[config.mk]
export PLATFORM = sky130hd
export DESIGN_NAME = hts_mac
export DESIGN_NICKNAME = d
export VERILOG_FILES = /design/src/rtl/hts_pkg.sv /design/src/rtl/hts_mac.sv
export SDC_FILE = /design/constraint.sdc
export NUM_CORES = 2
export LEC_CHECK = 0
export ABC_AREA = 1
export BUFFER_PORTS_ARGS = -buffer_cell sky130_fd_sc_hd__buf_4
export CAP_MARGIN = 20
export CORE_MARGIN = 2
export CORE_UTILIZATION = 60
export DETAILED_ROUTE_END_ITERATION = 8
export PLACE_DENSITY = 0.8
export SYNTH_ARGS = -nofsm -noshare
export SYNTH_HDL_FRONTEND = slang
export SYNTH_SLANG_ARGS = --single-unit
[constraint.sdc]
create_clock -name i_clk -period 13.8 [get_ports i_clk]
set_input_delay 2.76 -clock i_clk [delete_from_list [all_inputs] [get_ports i_clk]]
set_output_delay 2.76 -clock i_clk [all_outputs]
set_load 0.05 [all_outputs]
[src/rtl/hts_pkg.sv]
// ----------------------------------------------------------------------------
// hts_pkg
// Shared widths, codes and types of the heightmap triangle height sampler.
// ----------------------------------------------------------------------------
`default_nettype none

package hts_pkg;

    // Default tile count along one side of the sector.
    localparam int TILES_DEFAULT = 16;

    // Fixed field widths.
    localparam int POS_W    = 32;
    localparam int OFS_W    = POS_W + 1;
    localparam int HEIGHT_W = 24;
    localparam int SHIFT_W  = 5;
    localparam int INDEX_W  = 9;
    localparam int WEIGHT_W = 32;
    localparam int ACC_W    = 60;

    // Configuration port.
    localparam int CFG_IDX_W = 2;
    localparam int CFG_DATA_W = 32;
    localparam logic [CFG_IDX_W-1:0] CFG_ORIGIN_X   = 2'd0;
    localparam logic [CFG_IDX_W-1:0] CFG_ORIGIN_Z   = 2'd1;
    localparam logic [CFG_IDX_W-1:0] CFG_TILE_SHIFT = 2'd2;

    localparam logic [SHIFT_W-1:0] TILE_SHIFT_RESET = 5'd10;

    // Operation codes of an input item.
    localparam logic OP_WRITE = 1'b0;
    localparam logic OP_QUERY = 1'b1;

    // Height reported for a point outside the sector: -999.0 in Q.8.
    localparam logic signed [HEIGHT_W-1:0] OOR_HEIGHT = -24'sd255744;

    // Control of the shared multiply-accumulate unit, set from the sequencer state.
    typedef struct packed {
        logic load;   // take the base corner height, seed the sum
        logic mul;    // multiply weight by (sample - base)
        logic accum;  // add the held product into the sum
    } t_mac_ctrl;

endpackage

`default_nettype wire

[src/rtl/hts_mac.sv]
// ----------------------------------------------------------------------------
// hts_mac
// Shared multiply-accumulate unit for the triangle interpolation sum.
// ----------------------------------------------------------------------------
`default_nettype none

module hts_mac (
    input  logic                                i_clk,
    input  hts_pkg::t_mac_ctrl                  i_ctrl,
    input  logic [hts_pkg::SHIFT_W-1:0]         i_shift,
    input  logic [hts_pkg::WEIGHT_W-1:0]        i_weight,
    input  logic signed [hts_pkg::HEIGHT_W-1:0] i_sample,
    output logic signed [hts_pkg::HEIGHT_W-1:0] o_height
);

    import hts_pkg::*;

    logic signed [HEIGHT_W-1:0] r_base;
    logic signed [ACC_W-1:0]    r_acc;
    logic signed [ACC_W-1:0]    r_prod;
    logic signed [HEIGHT_W:0]   diff;
    logic signed [WEIGHT_W:0]   weight_s;
    logic signed [ACC_W-1:0]    product;
    logic signed [ACC_W-1:0]    half;
    logic signed [ACC_W-1:0]    rounded;
    logic signed [ACC_W-1:0]    scaled;

    assign diff     = $signed({i_sample[HEIGHT_W-1], i_sample})
                    - $signed({r_base[HEIGHT_W-1], r_base});
    assign weight_s = $signed({1'b0, i_weight});
    assign product  = ACC_W'(weight_s * diff);

    // Round half up: add half a tile edge, then floor by the tile shift.
    assign half     = $signed((ACC_W'(1) << i_shift) >> 1);
    assign rounded  = r_acc + half;
    assign scaled   = rounded >>> i_shift;
    assign o_height = scaled[HEIGHT_W-1:0];

    always_ff @(posedge i_clk) begin
        if (i_ctrl.load) begin
            r_base <= i_sample;
            r_acc  <= $signed(ACC_W'(i_sample)) <<< i_shift;
        end else if (i_ctrl.accum) begin
            r_acc  <= r_acc + r_prod;
        end
        if (i_ctrl.mul) begin
            r_prod <= product;
        end
    end

endmodule

`default_nettype wire

Word level (Yosys, flattened, before mapping). Index checks and enable logic that the tools add are counted.

Register bits: 144. Output and inout port bits: 24. Word-level logic and storage cells: 13. Input port bits: 65.

Multiply operators: 1. Reductions and logical operators: 1. Shift operators: 3. Add/subtract/negate cells: 3. Mux-type cells: 2.

Operators with widths (count): 60-bit adder (2); 60-bit 2-to-1 mux (2); 1-bit by 5-bit left shift with 60-bit output (first input constant) (1); 24-bit by 5-bit <<< shifter with 60-bit output (1); 60-bit by 5-bit >>> shifter with 24-bit output (1); 33-bit by 25-bit multiplier with 58-bit output (1); 24-bit by 24-bit subtractor with 25-bit output (1); 2-bit nonzero test (1).

Longest topological paths before layout.
Depth in word-level cells: 3. Depth in mapped cells: 43.

Worst setup path after synthesis. No wires, ideal clock.

Path type: in2reg. Start point: input i_sample[0] in the netlist's numbering. End point: register r_prod[38] (data pin). Path buffers: 2. Setup time: 0.259 ns. Setup slack: 3.635 ns. Data arrival time: 9.905 ns. Cell stages on the path: 36. Data required time: 13.541 ns. Cell sequence: inv_1 ha_1 inv_1 fa_1 nand2_1 inv_1 nand2_1 nand2_1 a21oi_2 inv_1 a21oi_1 or2_2 clkbuf_1 clkbuf_1 nand3_1 fa_1 inv_1 fa_1 fa_1 inv_1 fa_1 fa_1 inv_1 fa_1 fa_1 ha_1 nand2_1 nor2_1 inv_1 nor2_1 nand4_1 nand3_1 a21oi_1 o21ai_0 a21oi_1 xnor2_1.

Longest elaborated chain between the ends: 2.

Ends and longest elaborated chain: from (decl) (RTL line hts_mac.sv:12) `input logic signed [hts_pkg::HEIGHT_W-1:0] i_sample,`; 24-bit by 24-bit subtractor with 25-bit output (RTL line hts_mac.sv:29) `- $signed({r_base[HEIGHT_W-1], r_base});`; 33-bit by 25-bit multiplier with 58-bit output (RTL line hts_mac.sv:31) `assign product = ACC_W'(weight_s * diff);`; net product[38] (RTL line hts_mac.sv:23) `logic signed [ACC_W-1:0] product;`; to (signal assigned) (RTL line hts_mac.sv:47) `r_prod <= product;`; to (decl) (RTL line hts_mac.sv:20) `logic signed [ACC_W-1:0] r_prod;`.

The timed path passes the listed nets, and every way through them passes these cells. A chain may end at the register's enable or synchronous reset.

Final worst setup path.
Start point: input i_sample[0] in the netlist's numbering. End point: register r_prod[45] (data pin).

Same word-level chain as after synthesis.

==> results_dict.tcl <==
set metrics [dict create \
    status "complete, no violations" \
    grt_max_degree 73 \
    postCtsSetupRepairBufs 0 \
    finalMaxSlewViolations 0 \
    firstDrtPassIters 6 \
    die_x_um 272.4 \
    clk_path_buf_depth 2 \
    synth-edff-count 134 \
    dr_total_vias 41980 \
    routed_wl_um 167000 \
    via_per_inst 6.040 \
    antenna_found_initial 4 \
    cp_data_arrival_time_ns 12.08 \
    cpMaxStageDelayCell "inv_1" \
    cts-resized-gates 0 \
    worst_slew_pin_slew_ns 1.248 \
    grt_pass1_vias 42270 \
    slew_headroom_pct 16.83 \
    drv_cap 0 \
    die_y_um 272.4 \
    design.core.area_um2 71360 \
    synth.top_cell.area_share_pct 31.95 \
    rsz0062_at_grt "false" \
    cp.required_ns 14.00 \
    period_minus_slack_ns 11.88 \
    port_buffers 88 \
    cts_made_buffers 17 \
    finalCritPeriodShare_pct 86.12 \
    cts_root_buf "clkbuf_16" \
    grt_util_all_layers_pct 45.24 \
    synthMostInstantiatedCell "nand2_1" \
    worstHoldPathType "reg -> reg" \
    drc 0 \
    ant_nets 0 \
    post-dp-hpwl_um 138500 \
    rows 98 \
    async_flop_share_pct 0 \
    gp_congestion 1.096 \
    area_growth_pct 4.168 \
    grt_first_pass_wirelength_um 249700 \
    yosysSeqAreaShare_pct 9.308 \
    ys_warn_count 0 \
    crit_buf_inv 10 \
    first_iter_violations 4279 \
    ys_top_cells_by_area "fa_1 (32%), nand2_1 (12%), inv_1 (11%)" \
    cts_tree "done" \
    wl_per_cell_um 24.03 \
    grt-ovfl-total 0 \
    synth_flop_cell "edfxtp_1" \
    hold_viol 0 \
    die_area_um2 74210 \
    max_freq_mhz 84.15 \
    netlist-cell-type-count 62 \
    fin_nets 7052 \
    cts_sinks 134 \
    io_pins 89 \
    clk_latency_ns 0.46 \
    drive_gt1_share_pct 3.803 \
    max_stage_delay_ns 0.83 \
    synth_area_um2 43230 \
    setup_violations 0 \
    path_clk_slew_ns 0.06 \
    critPathTopFamily "adder cells" \
    initial_core_util_pct 60.58 \
    r2r_slack_ns 4.15 \
    skew_ns 0.01701 \
    postCtsHoldBufs 0 \
    critPathKind "in -> reg" \
    syn_inst 6064 \
    htreeDepth 4 \
    synth.ff_latch_count 134 \
    synth_top_area_cell "fa_1" \
    cp_max_fo 21 \
    cp-end-kind "flip-flop" \
    critPathLaunchType "primary input" \
    synth_nets 7133 \
    tns_ns 0 \
    synth_common_cells "nand2_1 (1,401), inv_1 (1,256), fa_1 (690)" \
    syn_avg_cell_area_um2 7.129 \
]
-- through the flow --
stage / cell area (µm²) / hold WS [ns] / instances / setup slack, ns / utilization, %
after floorplan: 43230 / 0.6112 / 6064 / 3.636 / -
after global placement: 44430 / 0.6402 / 6914 / 1.789 / 62.26
after detailed placement: 44430 / 0.6426 / 6914 / 1.674 / 62.26
after CTS: 45020 / 0.6578 / 6946 / 2.089 / 63.09
after global routing: 45020 / 0.7041 / 6946 / 1.516 / 63.09
final: 45030 / 0.6658 / 6950 / 1.916 / 63.10
-- registers in the layout, indices dropped and copies added (netlist names) --
signal and count:
r_acc 55, r_prod 55, r_base 24
-- worst min-delay path: stages (launching register included) --
cell and delay, ns:
edfxtp_1 0.33, ha_1 0.12, nand2_1 0.04, o21ai_0 0.06
-- area by class of cell --
type | instances | area [µm²]
Fill cell | 6653 | 26330
Sequential cell | 134 | 4024
Timing Repair Buffer | 130 | 975.9
Clock buffer | 18 | 429.2
Inverter | 1274 | 4782
Tap cell | 950 | 1189
Clock inverter | 14 | 158.9
Multi-Input combinational cell | 4426 | 33460
Antenna cell | 4 | 10.01
-- per-layer routing --
layer / wire length, µm / vias to the layer above / GRT usage [%]
met5: 8 / - / 0
met4: 16510 / 2 / 36.08
met3: 17630 / 832 / 9.521
met2: 75620 / 2698 / 73.00
met1: 57250 / 19850 / 52.47
li1: - / 18600 / -
-- final timing paths --
kind,startpoint,end,cells past startpoint
min,r_prod[0],r_acc[0],3
max,i_sample[0],r_prod[45],37
min reg2reg,r_prod[0],r_acc[0],3
max reg2reg,r_base[0],r_prod[45],35
-- logic make-up (layout without fill, tap and decap cells) --
logic type	after synthesis	in the layout	synth area share, %
xor+xnor	86	86	1.742
other cells	0	4	0
flops	134	134	9.308
buf+inv	1504	1436	13.31
fa+ha+maj	1004	1004	41.04
simple gates	2749	2749	26.68
compound gates	573	573	7.600
mux	14	14	0.3241
-- placed cells by master (no fill, tap or decap), types with 17 or more instances in the layout --
| cell | count |
|---|---|
| a21oi_1 | 201 |
| xnor2_1 | 28 |
| fa_1 | 690 |
| a31oi_1 | 31 |
| xor2_1 | 58 |
| nor3_1 | 22 |
| ha_1 | 314 |
| clkbuf_16 | 17 |
| edfxtp_1 | 134 |
| buf_4 | 130 |
| o22ai_1 | 17 |
| inv_1 | 1253 |
| o221ai_1 | 21 |
| nand4_1 | 36 |
| a21o_1 | 21 |
| or2_2 | 25 |
| nand3_1 | 643 |
| nand2_1 | 1399 |
| o21ai_0 | 194 |
| o21bai_1 | 23 |
| nor2_1 | 556 |
Power is not shown: default switching activity piles up to over one toggle a cycle in this logic, so the estimate is an artifact.
